--- src/sv/bqx_pkg.sv ---
// Package for the bracketed quote to XML converter.
// Holds the item types, the expansion kind codes and the expansion text tables.
// No dependencies.
package bqx_pkg;

  // One input item: a source byte and the end-of-buffer marker.
  typedef struct packed {
    logic [7:0] in_byte;
    logic       in_last;
  } in_t;

  // One result item: an XML byte and the end-of-expansion marker.
  typedef struct packed {
    logic [7:0] out_char;
    logic       out_end;
  } out_t;

  // Character constants used by the classifier and the text tables.
  localparam logic [7:0] ChQuote  = 8'h22;
  localparam logic [7:0] ChAmp    = 8'h26;
  localparam logic [7:0] ChLt     = 8'h3C;
  localparam logic [7:0] ChGt     = 8'h3E;
  localparam logic [7:0] ChLBrace = 8'h7B;
  localparam logic [7:0] ChRBrace = 8'h7D;
  localparam logic [7:0] ChNl     = 8'h0A;

  // Longest expansion is six bytes, so a byte index needs three bits.
  localparam int unsigned MaxLen = 6;
  localparam int unsigned IdxW   = $clog2(MaxLen + 1);

  // What one input byte expands into.
  typedef enum logic [3:0] {
    K_NONE   = 4'd0,
    K_OPEN   = 4'd1,
    K_CLOSE  = 4'd2,
    K_NOPEN  = 4'd3,
    K_NCLOSE = 4'd4,
    K_AMP    = 4'd5,
    K_LT     = 4'd6,
    K_GT     = 4'd7,
    K_BYTE   = 4'd8
  } kind_e;

  // Classifier result handed from the decoder to the top level.
  typedef struct packed {
    kind_e kind;
    logic  flag_next;
  } dec_t;

  // Number of bytes an expansion produces.
  function automatic logic [IdxW-1:0] text_len(input kind_e kind);
    logic [IdxW-1:0] len;
    case (kind)
      K_OPEN:   len = IdxW'(6);
      K_CLOSE:  len = IdxW'(4);
      K_NOPEN:  len = IdxW'(4);
      K_NCLOSE: len = IdxW'(5);
      K_AMP:    len = IdxW'(5);
      K_LT:     len = IdxW'(4);
      K_GT:     len = IdxW'(4);
      K_BYTE:   len = IdxW'(1);
      default:  len = IdxW'(0);
    endcase
    return len;
  endfunction

  // Byte at position idx of an expansion; a plain byte passes through.
  function automatic logic [7:0] text_char(input kind_e kind, input logic [IdxW-1:0] idx,
                                           input logic [7:0] src);
    logic [47:0] txt;
    logic [7:0]  ch;
    case (kind)
      K_OPEN:   txt = {"<p v=", ChQuote};
      K_CLOSE:  txt = {ChQuote, "/>", ChNl, 16'h0};
      K_NOPEN:  txt = {"<n>", ChNl, 16'h0};
      K_NCLOSE: txt = {"</n>", ChNl, 8'h0};
      K_AMP:    txt = {"&amp;", 8'h0};
      K_LT:     txt = {"&lt;", 16'h0};
      K_GT:     txt = {"&gt;", 16'h0};
      default:  txt = {src, 40'h0};
    endcase
    case (idx)
      IdxW'(0): ch = txt[47:40];
      IdxW'(1): ch = txt[39:32];
      IdxW'(2): ch = txt[31:24];
      IdxW'(3): ch = txt[23:16];
      IdxW'(4): ch = txt[15:8];
      IdxW'(5): ch = txt[7:0];
      default:  ch = 8'h0;
    endcase
    return ch;
  endfunction

endpackage

--- src/sv/bqx_decode.sv ---
// Byte classifier for the bracketed quote to XML converter.
// Decides the expansion of one byte and the next in-quote flag.
// Depends on bqx_pkg.
module bqx_decode import bqx_pkg::*; (
  input  logic [7:0] byte_i,
  input  logic       inside_i,
  output dec_t       dec_o
);

  // Quotes toggle the flag; braces act only outside quotes; escapes only inside.
  always_comb begin
    dec_o.kind      = K_NONE;
    dec_o.flag_next = inside_i;
    if (byte_i == ChQuote) begin
      dec_o.kind      = inside_i ? K_CLOSE : K_OPEN;
      dec_o.flag_next = !inside_i;
    end else if (byte_i == ChLBrace) begin
      if (!inside_i) dec_o.kind = K_NOPEN;
    end else if (byte_i == ChRBrace) begin
      if (!inside_i) dec_o.kind = K_NCLOSE;
    end else if (inside_i) begin
      if (byte_i == ChAmp) begin
        dec_o.kind = K_AMP;
      end else if (byte_i == ChLt) begin
        dec_o.kind = K_LT;
      end else if (byte_i == ChGt) begin
        dec_o.kind = K_GT;
      end else begin
        dec_o.kind = K_BYTE;
      end
    end
  end

endmodule

--- src/sv/bracketed_quote_to_xml.sv ---
// Top level of the bracketed quote to XML converter.
// Holds the expansion register, the byte sequencer and the output register.
// Depends on bqx_pkg and bqx_decode.

// Each input item is classified on acceptance and expands into zero to six
// XML bytes, which leave one per cycle through a registered output while the
// output is not stalled. An item holds the block, as there is a single output
// byte port, until the last byte of its expansion is emitted; a dropped byte
// holds nothing and the next item may follow at once. The next item is taken
// in the same cycle that the last byte of the current expansion moves to the
// output register, so a stream of pass-through bytes runs at one item per cycle
// while the output is not stalled. out_end marks the last byte of each
// expansion; in_last clears the quote state after its own byte.
module bracketed_quote_to_xml import bqx_pkg::*; (
  input  logic clk_i,
  input  logic rst_ni,
  input  logic in_valid_i,
  output logic in_stall_o,
  input  in_t  in_data_i,
  output logic out_valid_o,
  input  logic out_stall_i,
  output out_t out_data_o
);

  logic            flag_q;
  logic            job_valid_q;
  kind_e           kind_q;
  logic [7:0]      byte_q;
  logic [IdxW-1:0] idx_q;
  logic [IdxW-1:0] len_q;
  logic            out_valid_q;
  out_t            out_q;

  dec_t            dec;
  logic            out_free;
  logic            emit;
  logic            job_done;
  logic            in_acc;

  bqx_decode u_decode (
    .byte_i   (in_data_i.in_byte),
    .inside_i (flag_q),
    .dec_o    (dec)
  );

  // Handshake: the expansion slot frees as its last byte leaves.
  assign out_free   = !out_valid_q || !out_stall_i;
  assign emit       = job_valid_q && out_free;
  assign job_done   = emit && (idx_q == len_q - IdxW'(1));
  assign in_stall_o = job_valid_q && !job_done;
  assign in_acc     = in_valid_i && !in_stall_o;

  // Quote flag and expansion register.
  always_ff @(posedge clk_i or negedge rst_ni) begin
    if (!rst_ni) begin
      flag_q      <= 1'b0;
      job_valid_q <= 1'b0;
      idx_q       <= '0;
    end else begin
      if (in_acc) begin
        flag_q <= in_data_i.in_last ? 1'b0 : dec.flag_next;
      end
      if (in_acc && dec.kind != K_NONE) begin
        job_valid_q <= 1'b1;
        idx_q       <= '0;
      end else if (job_done) begin
        job_valid_q <= 1'b0;
      end else if (emit) begin
        idx_q <= idx_q + IdxW'(1);
      end
    end
  end

  // Expansion payload needs no reset.
  always_ff @(posedge clk_i) begin
    if (in_acc && dec.kind != K_NONE) begin
      kind_q <= dec.kind;
      byte_q <= in_data_i.in_byte;
      len_q  <= text_len(dec.kind);
    end
  end

  // Output register control.
  always_ff @(posedge clk_i or negedge rst_ni) begin
    if (!rst_ni) begin
      out_valid_q <= 1'b0;
    end else if (emit) begin
      out_valid_q <= 1'b1;
    end else if (!out_stall_i) begin
      out_valid_q <= 1'b0;
    end
  end

  // Output register payload.
  always_ff @(posedge clk_i) begin
    if (emit) begin
      out_q.out_char <= text_char(kind_q, idx_q, byte_q);
      out_q.out_end  <= (idx_q == len_q - IdxW'(1));
    end
  end

  assign out_valid_o = out_valid_q;
  assign out_data_o  = out_q;

`ifndef NO_ASSERTIONS
  // The byte index never runs past the end of the expansion.
  a_idx_range: assert property (@(posedge clk_i) disable iff (!rst_ni)
    job_valid_q |-> (idx_q < len_q))
    else $error("expansion index out of range");

  // A last-marked item leaves the block outside quotes.
  a_last_clears: assert property (@(posedge clk_i) disable iff (!rst_ni)
    (in_acc && in_data_i.in_last) |=> !flag_q)
    else $error("quote flag not cleared after last item");

  // A byte that is not the end of its expansion carries no end marker.
  a_mid_no_end: assert property (@(posedge clk_i) disable iff (!rst_ni)
    (emit && !job_done) |=> (out_valid_o && !out_data_o.out_end))
    else $error("end marker on a middle byte");

  // An expansion ends with the end marker on its final byte.
  a_done_end: assert property (@(posedge clk_i) disable iff (!rst_ni)
    job_done |=> (out_valid_o && out_data_o.out_end))
    else $error("missing end marker");
`endif

endmodule

--- config.mk ---
export PLATFORM = sky130hd
export DESIGN_NAME = bracketed_quote_to_xml
export DESIGN_NICKNAME = d
export VERILOG_FILES = /design/src/sv/bqx_pkg.sv /design/src/sv/bqx_decode.sv /design/src/sv/bracketed_quote_to_xml.sv
export SDC_FILE = /design/constraint.sdc
export NUM_CORES = 1
export LEC_CHECK = 0
export ABC_AREA = 1
export BUFFER_PORTS_ARGS = -buffer_cell sky130_fd_sc_hd__buf_2
export CORE_ASPECT_RATIO = 0.9
export CORE_UTILIZATION = 40
export DETAILED_ROUTE_END_ITERATION = 7
export PLACE_DENSITY = 0.69
export SLEW_MARGIN = 20
export SYNTH_ARGS = -nofsm -noshare
export SYNTH_HDL_FRONTEND = slang
export SYNTH_SLANG_ARGS = --single-unit
export TNS_END_PERCENT = 100
--- constraint.sdc ---
create_clock -name clk_i -period 6.22 [get_ports clk_i]
set_input_delay 0.933 -clock clk_i [delete_from_list [all_inputs] [get_ports clk_i]]
set_output_delay 0.933 -clock clk_i [all_outputs]
set_load 0.01 [all_outputs]
Word-level counts from Yosys, hierarchy flattened
Memories as Yosys holds them, arrays and structs flattened. A register that Yosys moved wholly into a read port is not among the register bits.
Index checks and enable logic that the tools add are counted.
Storage, ports and cells
  bits in registers: 27
  bits in read-only memories: 48
  input port bits: 13
  output and inout bits: 11
  logic and storage cells: 71
  memories: 1
Operators by class
  add/sub/neg operators: 2
  equality and inequality tests: 21
  mux-type cells: 21
  reductions and logical operators: 18
Memories
  (no name shown): depth 16, bits a word 3, rd ports 1, clocked after Yosys merged registers in 1, wr ports 0, RTL line bqx_pkg.sv:53  | case (kind)
Operator list (count)
  48-bit one-hot mux with 7 select lines: 1
  8-bit one-hot mux with 6 select lines: 1
  8-bit by 6-bit equality test with 1-bit output (second input constant): 4
  4-bit 2-to-1 mux: 7
  4-bit by 3-bit equality test with 1-bit output (second input constant): 4
  8-bit by 7-bit equality test with 1-bit output (second input constant): 2
  3-bit 2-to-1 mux: 4
  4-bit by 2-bit equality test with 1-bit output (second input constant): 2
  3-bit by 2-bit equality test with 1-bit output (second input constant): 2
  3-bit equality test (second input constant): 2
  1-bit 2-to-1 mux: 6
  2-bit nonzero test: 3
  1-bit logical AND: 5
  1-bit zero test: 5
  4-bit by 1-bit equality test with 1-bit output (second input constant): 1
  2-bit 2-to-1 mux: 2
  2-bit by 1-bit != test with 1-bit output (second input constant): 2
  2-bit AND reduction: 2
  4-bit nonzero test: 1
  3-bit by 1-bit adder with 3-bit output (second input constant): 1
  3-bit by 1-bit equality test with 1-bit output (second input constant): 1
  3-bit equality test: 1
  3-bit zero test: 1
  3-bit by 1-bit subtractor with 3-bit output (second input constant): 1
  1-bit logical OR: 1

Longest topological paths before layout
Gate-level depths: netlist (run 1).
  word-level depth: 12
  depth in mapped cells: 13
  depth with buffers taken out: 13

Hierarchy
A second synthesis (run 1) with hierarchy kept.
Unflattened totals
  cells, all modules: 256
  area, all modules: 1944.4 µm²
By module, submodules not included
  bracketed_quote_to_xml: times used 1, cells each 196, area each 1672.9 µm²
  bqx_decode: times used 1, cells each 60, area each 271.5 µm²

Worst setup path before layout (run 1)
Ideal clock, no wire load.
  path type: in2out
  start point: input port out_stall_i
  end point: output port in_stall_o
  data arrival time: 1486 ps
  required time: 5287 ps
  slack: 3801 ps
  stages on the path: 4
  buffers on the path: 0
  cell sequence: a21oi_4 > nand3_1 > nand2_1 > inv_2
On the way
  cells in the longest elaborated chain, start to end: 6
Ends and longest elaborated chain
  start: declaration: RTL line bracketed_quote_to_xml.sv:21  | input logic out_stall_i,
  1-bit zero test
  1-bit logical OR: RTL line bracketed_quote_to_xml.sv:47  | assign out_free = !out_valid_q || !out_stall_i;
  1-bit logical AND: RTL line bracketed_quote_to_xml.sv:48  | assign emit = job_valid_q && out_free;
  1-bit logical AND: RTL line bracketed_quote_to_xml.sv:49  | assign job_done = emit && (idx_q == len_q - IdxW'(1));
  1-bit zero test: RTL line bracketed_quote_to_xml.sv:50  | assign in_stall_o = job_valid_q && !job_done;
  1-bit logical AND: RTL line bracketed_quote_to_xml.sv:50
  end: declaration: RTL line bracketed_quote_to_xml.sv:18  | output logic in_stall_o,
No other way between the ends.

Final worst setup path (run 1)
  start point: input port out_stall_i
  end point: output port in_stall_o
On the way
  cells in the longest elaborated chain, start to end: 6
Ends and longest elaborated chain
  1-bit zero test
  1-bit logical OR: RTL line bracketed_quote_to_xml.sv:47
  1-bit logical AND: RTL line bracketed_quote_to_xml.sv:48
  net emit: RTL line bracketed_quote_to_xml.sv:36  | logic emit;
  1-bit logical AND: RTL line bracketed_quote_to_xml.sv:49
  1-bit zero test: RTL line bracketed_quote_to_xml.sv:50
  1-bit logical AND: RTL line bracketed_quote_to_xml.sv:50
The timed path passes the listed nets, and every way through them passes these cells.

==> impl_metrics.json, run 1 <==
{
  "cts.sinks": 30,
  "wl_per_cell_um": 10.8,
  "status": "finished clean",
  "port_buffers": 23,
  "relSlewSlack_pct": 65.7,
  "synth-seq-cells": 30,
  "cts_buffers": 5,
  "p_leak_nw": 1.04,
  "dieArea_um2": 5010,
  "fp.coreArea_um2": 4490,
  "ir_worst_vdd_v": 0.000136,
  "grtUsageTotal_pct": 15.4,
  "tightest_slew_ns": 0.514,
  "p_per_area_nw_per_um2": 345,
  "max_freq_mhz": 359,
  "setup_viol": 0,
  "diodes": 0,
  "initial_core_util_pct": 42.2,
  "gp_congestion": 0.889,
  "ios": 24,
  "maxCapViolCount": 0,
  "reg2reg_slack_ns": 4.03,
  "post-cts-setup-buffers": 0,
  "crit_top_cell": "buf_2",
  "ctsHoldBuffers": 0,
  "cts_resized": 0,
  "reg2reg_from": "len_q[0]",
  "placed_area_um2": 2090,
  "cp_slowest_cell": "a21oi_4",
  "worstRegToRegCells": 11,
  "wl_mm": 3.54,
  "cp.arrival_ns": 1.85,
  "holdWs_ns": 0.466,
  "route.detailed.vias_per_inst": 4.78,
  "syn_avg_cell_area_um2": 8.06,
  "fp.dieW_um": 74.5,
  "detail-route-antenna-nets": 0,
  "critPathBufInv": 3,
  "overflow": 0,
  "clk_pin_slew_ns": 0.07,
  "start_kind": "input port",
  "grt_start_max_net_pins": 16,
  "area_growth_pct": 14.5,
  "cp_max_fo": 12,
  "route.detailed.drc": 0,
  "fp.dieH_um": 67.3,
  "fill_cells": 443,
  "syn_area_um2": 1890,
  "synth_fp_nets": 254,
  "grt_pass1_vias": 1380,
  "ys_seq_area_share_pct": 46.0,
  "first_iter_violations": 155,
  "synth.distinct_cells": 28,
  "rsz0062_at_grt": "false",
  "stdcell_area_um2": 2170,
  "cp_top_family": "compound AO/OA/AOI/OAI gates",
  "root_buffer": "clkbuf_8",
  "antenna_found_initial": 0,
  "clk_path_buf_depth": 2,
  "hold_violations": 0,
  "finalCriticalPeriod_ns": 2.79,
  "htreeDepth": 2,
  "drive_gt1_share_pct": 22.2,
  "cp.required_ns": 5.29,
  "std_cell_rows": 23,
  "maxSlewViolCount": 0,
  "synth_cells": 235,
  "clock_latency_ns": 0.27,
  "hpwlAfterDp_mm": 2.80,
  "yosysWarnings": 0,
  "clock_skew_ns": 0.00660,
  "worstSetupPathType": "input port to output pin",
  "fin_nets": 284,
  "rr_endpoint": "byte_q[6]",
  "critical_path.endpoint_type": "output pin",
  "path_cells": "buf_2, a21oi_4, nand3_1, nand2_1, inv_2, buf_2",
  "hold_path_class": "input port to async pin",
  "finalCritPeriodShare_pct": 44.8,
  "slowest_delay_ns": 0.36,
  "cts_tree": "built",
  "setup_tns_ns": 0,
  "drt_pass1_iterations": 5,
  "grt_pass1_wl_mm": 5.80,
  "cp_num_cells": 6,
  "post-place-ws_ns": 3.40,
  "fin_ws_ns": 3.43,
  "dr_total_vias": 1568
}
-- synthesized netlist by cell type --
cell type	n	area share, %
nand2_1	57	11
inv_1	33	6.5
edfxtp_1	24	38
nor2_1	23	4.6
nand3_1	16	4.2
o21ai_0	13	3.4
nand2_2	11	3.6
a21oi_1	10	2.6
dfrtp_1	6	7.9
ha_1	6	4.0
nor2_2	6	2.0
inv_2	5	0.99
a31oi_1	4	1.3
nor3_1	4	1.1
xor2_1	3	1.4
nor2_4	2	1.2
a211oi_1	1	0.40
a21oi_2	1	0.46
a21oi_4	1	0.86
and3_1	1	0.33
nand2_4	1	0.59
nand3_2	1	0.53
nand4_1	1	0.33
o211ai_1	1	0.40
o211ai_2	1	0.66
o21ai_1	1	0.26
o21ai_2	1	0.46
o311ai_0	1	0.46
-- power by group --
part	switching, mW	internal [mW]
clock	0.0707	0.0768
sequential	0.0340	0.284
combinational	0.181	0.102
-- logic make-up after synthesis --
group | share of synthesized area (%)
buf+inv | 7.53
compound gates | 11.4
fa+ha+maj | 3.97
simple gates | 29.7
xor+xnor | 1.39
flops | 46.0
-- routing by layer --
layer,global-route usage [%],up-vias,share of wire [%]
met3,3.13,5,4.1
met1,20.0,691,49
li1,-,829,-
met4,6.37,0,0.68
met2,25.1,43,47
met5,0,-,0
-- registers in the layout, indices dropped and copies added, names as in the netlist --
| signal | flops |
|---|---|
| len_q | 3 |
| job_valid_q | 1 |
| byte_q | 8 |
| out_data_o | 9 |
| flag_q | 1 |
| out_valid_o | 1 |
| idx_q | 3 |
| kind_q | 4 |
-- per-stage QoR --
| stage | std cells | utilization (%) | power (mW) |
|---|---|---|---|
| final | 328 | 48.3 | 0.748 |
| after global routing | 328 | 48.3 | 0.806 |
| after CTS | 328 | 48.3 | 0.752 |
| after detailed placement | 320 | 46.5 | 0.606 |
| after global placement | 320 | 46.5 | 0.604 |
| after floorplan | 235 | - | 0.519 |
-- worst max path at each step --
| stage | slack [ns] | end | from |
|---|---|---|---|
| finish | 3.43 | in_stall_o | out_stall_i |
| global route | 3.32 | in_stall_o | out_stall_i |
| CTS | 3.40 | in_stall_o | out_stall_i |
| detailed placement | 3.40 | in_stall_o | out_stall_i |
| global placement | 3.42 | in_stall_o | out_stall_i |
| floorplan | 3.80 | in_stall_o | out_stall_i |
-- cell type report --
cell class | count | area, um2 | area share [%]
multi-input combinational | 167 | 880 | 40.6
tap | 62 | 77.6 | 3.58
clock inverter | 2 | 8.76 | 0.404
sequential | 30 | 871 | 40.2
inverter | 38 | 143 | 6.58
timing repair buffer | 23 | 115 | 5.31
clock buffer | 6 | 72.6 | 3.35
-- layout by cell type, fill, tap and decap left out --
cell type and instances:
nand2_1 57, inv_1 33, edfxtp_1 24, nor2_1 23
buf_2 23, nand3_1 16, o21ai_0 13, nand2_2 11
a21oi_1 10, nor2_2 6, ha_1 6, dfrtp_1 6
inv_2 5, clkbuf_8 5, a31oi_1 4, nor3_1 4
xor2_1 3, nor2_4 2, nand2_4 1, nand3_2 1
o21ai_2 1, a211oi_1 1, o211ai_2 1, o211ai_1 1
a21oi_4 1, nand4_1 1, and3_1 1, a21oi_2 1
o311ai_0 1, o21ai_1 1, clkinv_1 1, clkbuf_1 1
clkinv_2 1
(Power assumes the default switching activity.)
==> inputs of run 2 (changes only) <==
==> constraint.sdc (replaced) <==
create_clock -name clk_i -period 2.6 [get_ports clk_i]
set_input_delay 0.39 -clock clk_i [delete_from_list [all_inputs] [get_ports clk_i]]
set_output_delay 0.39 -clock clk_i [all_outputs]
set_load 0.01 [all_outputs]
==> impl_metrics.json, run 2 (synthesis results as in run 1) <==
{
  "hold_path_class": "input port to flop",
  "detail-route-antenna-nets": 0,
  "route.detailed.vias_per_inst": 4.83,
  "worstRegToRegCells": 11,
  "finalCritPeriodShare_pct": 87.8,
  "placed_area_um2": 2090,
  "overflow": 0,
  "setup_viol": 0,
  "start_kind": "flop",
  "cts.sinks": 30,
  "power_mw": 1.93,
  "clk_pin_slew_ns": 0.07,
  "cts_resized": 0,
  "ir_worst_vdd_v": 0.000363,
  "first_iter_violations": 132,
  "wl_mm": 3.73,
  "fp.dieH_um": 67.3,
  "cts_buffers": 5,
  "gp_congestion": 0.881,
  "cp_slowest_cell": "edfxtp_1",
  "multi_input_area_um2": 880,
  "p_per_area_nw_per_um2": 872,
  "root_buffer": "clkbuf_8",
  "port_buffers": 23,
  "grt_start_max_net_pins": 16,
  "grtUsageTotal_pct": 16.4,
  "slowest_delay_ns": 0.41,
  "regArea_um2": 871,
  "path_cells": "inv_1, ha_1, xor2_1, nand2_1, inv_1, nand3_1, nand2_1, inv_2, nor2_4, nand2_1, inv_1",
  "p_leak_nw": 1.06,
  "grt_pass1_vias": 1366,
  "maxCapViolCount": 0,
  "wl_per_cell_um": 11.3,
  "area_growth_pct": 16.9,
  "worstSetupPathType": "flop to flop",
  "cp.required_ns": 2.52,
  "fin_nets": 286,
  "status": "finished clean",
  "fp.dieW_um": 74.5,
  "dr_total_vias": 1594,
  "largest_reg_flops": 9,
  "holdWs_ns": 0.302,
  "max_freq_mhz": 438,
  "dieArea_um2": 5010,
  "post-place-ws_ns": 0.297,
  "ctsHoldBuffers": 1,
  "cp.arrival_ns": 2.21,
  "relSlewSlack_pct": 64.9,
  "fill_cells": 439,
  "post-cts-setup-buffers": 0,
  "initial_core_util_pct": 42.2,
  "setup_tns_ns": 0,
  "fin_ws_ns": 0.316,
  "tightest_slew_ns": 0.526,
  "ios": 24,
  "mostFrequentLayoutCells": "57 x nand2_1, 33 x inv_1, 24 x edfxtp_1",
  "clock_latency_ns": 0.28,
  "antenna_found_initial": 0,
  "clk_path_buf_depth": 2,
  "hold_depth": 1,
  "hold_violations": 0,
  "fin_util_pct": 49.3,
  "grt_pass1_wl_mm": 6.09,
  "std_cell_rows": 23,
  "htreeDepth": 2,
  "cts_tree": "built",
  "diodes": 0,
  "rsz0062_at_grt": "false",
  "drt_pass1_iterations": 4,
  "stdcell_area_um2": 2210,
  "finalCriticalPeriod_ns": 2.28,
  "finalNonFillerCells": 330,
  "clock_skew_ns": 0.00636,
  "layout_commonest_cell": "nand2_1",
  "route.detailed.drc": 0,
  "fp.coreArea_um2": 4490,
  "hpwlAfterDp_mm": 2.94,
  "maxSlewViolCount": 0,
  "placedCellCount": 321,
  "critical_path.endpoint_type": "flop",
  "drive_gt1_share_pct": 22.8,
  "cp_max_fo": 15
}
run 2: final cells by class:
class                           count  area share [%]
Clock inverter                      2            1.70
Sequential cell                    30            39.3
Clock buffer                        6            3.28
Multi-Input combinational cell    167            39.7
Inverter                           38            6.44
Tap cell                           62            3.50
Timing Repair Buffer               25            5.99
run 2: path summary, 6_finish.rpt:
kind / slack [ns] / from / to
max: 0.32 / len_q[0] / byte_q[2]
min: 0.30 / in_data_i[8] / byte_q[7]
max reg2reg: 0.32 / len_q[0] / byte_q[2]
min reg2reg: 0.51 / job_valid_q / out_valid_o
max in group asynchronous: 2.00 / rst_ni / out_valid_o
min in group asynchronous: 0.46 / rst_ni / idx_q[0]
run 2: report_power, final:
part	internal [mW]	total (mW)	leakage (nW)	switching, mW
logic	0.254	0.707	0.709	0.453
registers	0.678	0.757	0.296	0.0793
clock network	0.286	0.466	0.0514	0.180
run 2: routing by layer:
metal / GRT usage [%] / vias to the layer above / part of all wire, %
met5: 0 / - / 0
met3: 3.58 / 9 / 4.3
met2: 26.1 / 44 / 46
met1: 21.5 / 704 / 47
li1: - / 837 / -
met4: 7.08 / 0 / 2.0
run 2: worst max-delay path: cells and delay by family, from the launching register on:
kind	cells	cell delay, ns
AND/OR/NAND/NOR	5	0.49
buffers and inverters	4	0.62
flip-flops	1	0.41
adder cells (fa/ha/maj)	1	0.23
XOR/XNOR	1	0.15
==> inputs of run 3 (changes only) <==
--- a/config.mk
+++ b/config.mk
@@ -11,8 +11,9 @@
 export CORE_UTILIZATION = 40
 export DETAILED_ROUTE_END_ITERATION = 7
 export PLACE_DENSITY = 0.69
+export RECOVER_POWER = 50
 export SLEW_MARGIN = 20
 export SYNTH_ARGS = -nofsm -noshare
 export SYNTH_HDL_FRONTEND = slang
 export SYNTH_SLANG_ARGS = --single-unit
-export TNS_END_PERCENT = 100
+export TNS_END_PERCENT = 1
==> impl_metrics.json, run 3 (synthesis results as in run 1) <==
{
  "cp.arrival_ns": 2.22,
  "worstSetupPathType": "flop to flop",
  "fin_nets": 286,
  "wl_per_cell_um": 11.5,
  "relSlewSlack_pct": 54.3,
  "met3_usage_pct": 3.58,
  "dr_total_vias": 1587,
  "root_buffer": "clkbuf_8",
  "gp_congestion": 0.881,
  "largest_reg_flops": 9,
  "clk_pin_slew_ns": 0.07,
  "fp.dieH_um": 67.3,
  "finalCriticalPeriod_ns": 2.30,
  "dieArea_um2": 5010,
  "max_freq_mhz": 435,
  "hold_path_class": "input port to flop",
  "clock_latency_ns": 0.28,
  "cp_max_fo": 15,
  "setup_viol": 0,
  "swShare_pct": 37.2,
  "wl_mm": 3.79,
  "fp.coreArea_um2": 4490,
  "cp.required_ns": 2.52,
  "cts_buffers": 5,
  "clock_skew_ns": 0.00670,
  "first_iter_violations": 126,
  "rsz0062_at_grt": "false",
  "fin_ws_ns": 0.302,
  "setup_tns_ns": 0,
  "pwr-share-comb_pct": 35.7,
  "overflow": 0,
  "antenna_found_initial": 0,
  "layout_commonest_cell": "nand2_1",
  "ios": 24,
  "post-cts-setup-buffers": 0,
  "cts_tree": "built",
  "use_met1_pct": 21.5,
  "std_cell_rows": 23,
  "diodes": 0,
  "hpwlAfterDp_mm": 2.94,
  "fill_cells": 452,
  "p_leak_nw": 1.00,
  "p_per_area_nw_per_um2": 876,
  "p_switching_mw": 0.707,
  "finalCritPeriodShare_pct": 88.4,
  "holdWs_ns": 0.301,
  "status": "finished clean",
  "route.detailed.drc": 0,
  "route.detailed.vias_per_inst": 4.81,
  "area_growth_pct": 14.5,
  "clk_path_buf_depth": 2,
  "initial_core_util_pct": 42.2,
  "mostFrequentLayoutCells": "59 x nand2_1, 34 x inv_1, 24 x nor2_1, 24 x edfxtp_1, 17 x nand3_1",
  "start_kind": "flop",
  "fp.dieW_um": 74.5,
  "post-place-ws_ns": 0.297,
  "ir_worst_vdd_v": 0.000358,
  "maxSlewViolCount": 0,
  "drive_gt1_share_pct": 14.9,
  "gr-usage-met2_pct": 26.1,
  "port_buffers": 23,
  "power_frac_clock_pct": 24.5,
  "drt_pass1_iterations": 4,
  "grt-busiest-layer": "met2",
  "intPower_mw": 1.19,
  "grt_pass1_wl_mm": 6.09,
  "critical_path.endpoint_type": "flop",
  "detail-route-antenna-nets": 0,
  "grt_start_max_net_pins": 16,
  "hold_violations": 0,
  "grt_pass1_vias": 1366,
  "grtUsageTotal_pct": 16.4,
  "htreeDepth": 2,
  "seqPwrFrac_pct": 39.8,
  "maxCapViolCount": 0,
  "tightest_slew_ns": 0.686,
  "cts.sinks": 30
}
run 3: cell types whose count changed in the layout (fill, tap and decap cells not counted), moves of 2 or more:
| cell | previous run | this run |
|---|---|---|
| nand2_1 | 57 | 59 |
| nand2_2 | 11 | 9 |
| buf_2 | 23 | 9 |
| clkbuf_1 | 1 | 16 |
run 3: routing by layer:
layer	up-vias	wire (um)
li1	834	-
met4	0	76
met3	9	152
met1	703	1790
met5	-	0
met2	41	1770
run 3: path summary, 6_finish.rpt:
kind	slack [ns]	cells past startpoint	start	endpoint
max reg2reg	0.30	11	len_q[0]	byte_q[2]
max	0.30	11	len_q[0]	byte_q[2]
max in group asynchronous	1.85	2	rst_ni	idx_q[2]
min	0.30	1	in_data_i[8]	byte_q[7]
min in group asynchronous	0.51	2	rst_ni	idx_q[0]
min reg2reg	0.48	2	job_valid_q	out_valid_o
run 3: metrics by stage:
| step | power, mW | cells | cell area (um2) | util [%] |
|---|---|---|---|---|
| floorplan | 1.24 | 235 | 1890 | - |
| global placement | 1.47 | 321 | 2090 | 46.6 |
| detailed placement | 1.47 | 321 | 2090 | 46.6 |
| CTS | 1.94 | 330 | 2210 | 49.3 |
| global route | 2.04 | 330 | 2170 | 48.3 |
| finish | 1.90 | 330 | 2170 | 48.3 |
run 3: area by class of cell:
cell class	count	area, um2	area share (%)
Clock inverter	2	37.5	1.73
Timing Repair Buffer	25	111	5.14
Tap cell	62	77.6	3.58
Clock buffer	6	72.6	3.35
Inverter	38	143	6.58
Multi-Input combinational cell	167	856	39.5
Sequential cell	30	871	40.2
run 3: worst max-delay path, cell delays in order, from the launching register on:
cell      delay (ns)
edfxtp_1        0.41
inv_1           0.08
ha_1            0.23
xor2_1          0.16
nand2_1         0.08
inv_1           0.09
nand3_1         0.09
nand2_1         0.11
inv_2           0.06
nor2_4          0.13
nand2_1         0.09
inv_1           0.40
run 3: what timing repair did:
item | in CTS | in global routing
hold endpoints to repair | 6 | 0
gates resized for setup | 0 | 0
hold buffers | 1 | 0
endpoints found under the setup margin | 0 | 0
run 3: power groups by stage:
stage	registers, mW	clock network (mW)	logic [mW]
after detailed placement	0.769	0	0.702
after floorplan	0.796	0	0.445
after global routing	0.778	0.488	0.772
final	0.756	0.465	0.679
after global placement	0.767	0	0.699
after CTS	0.759	0.473	0.708
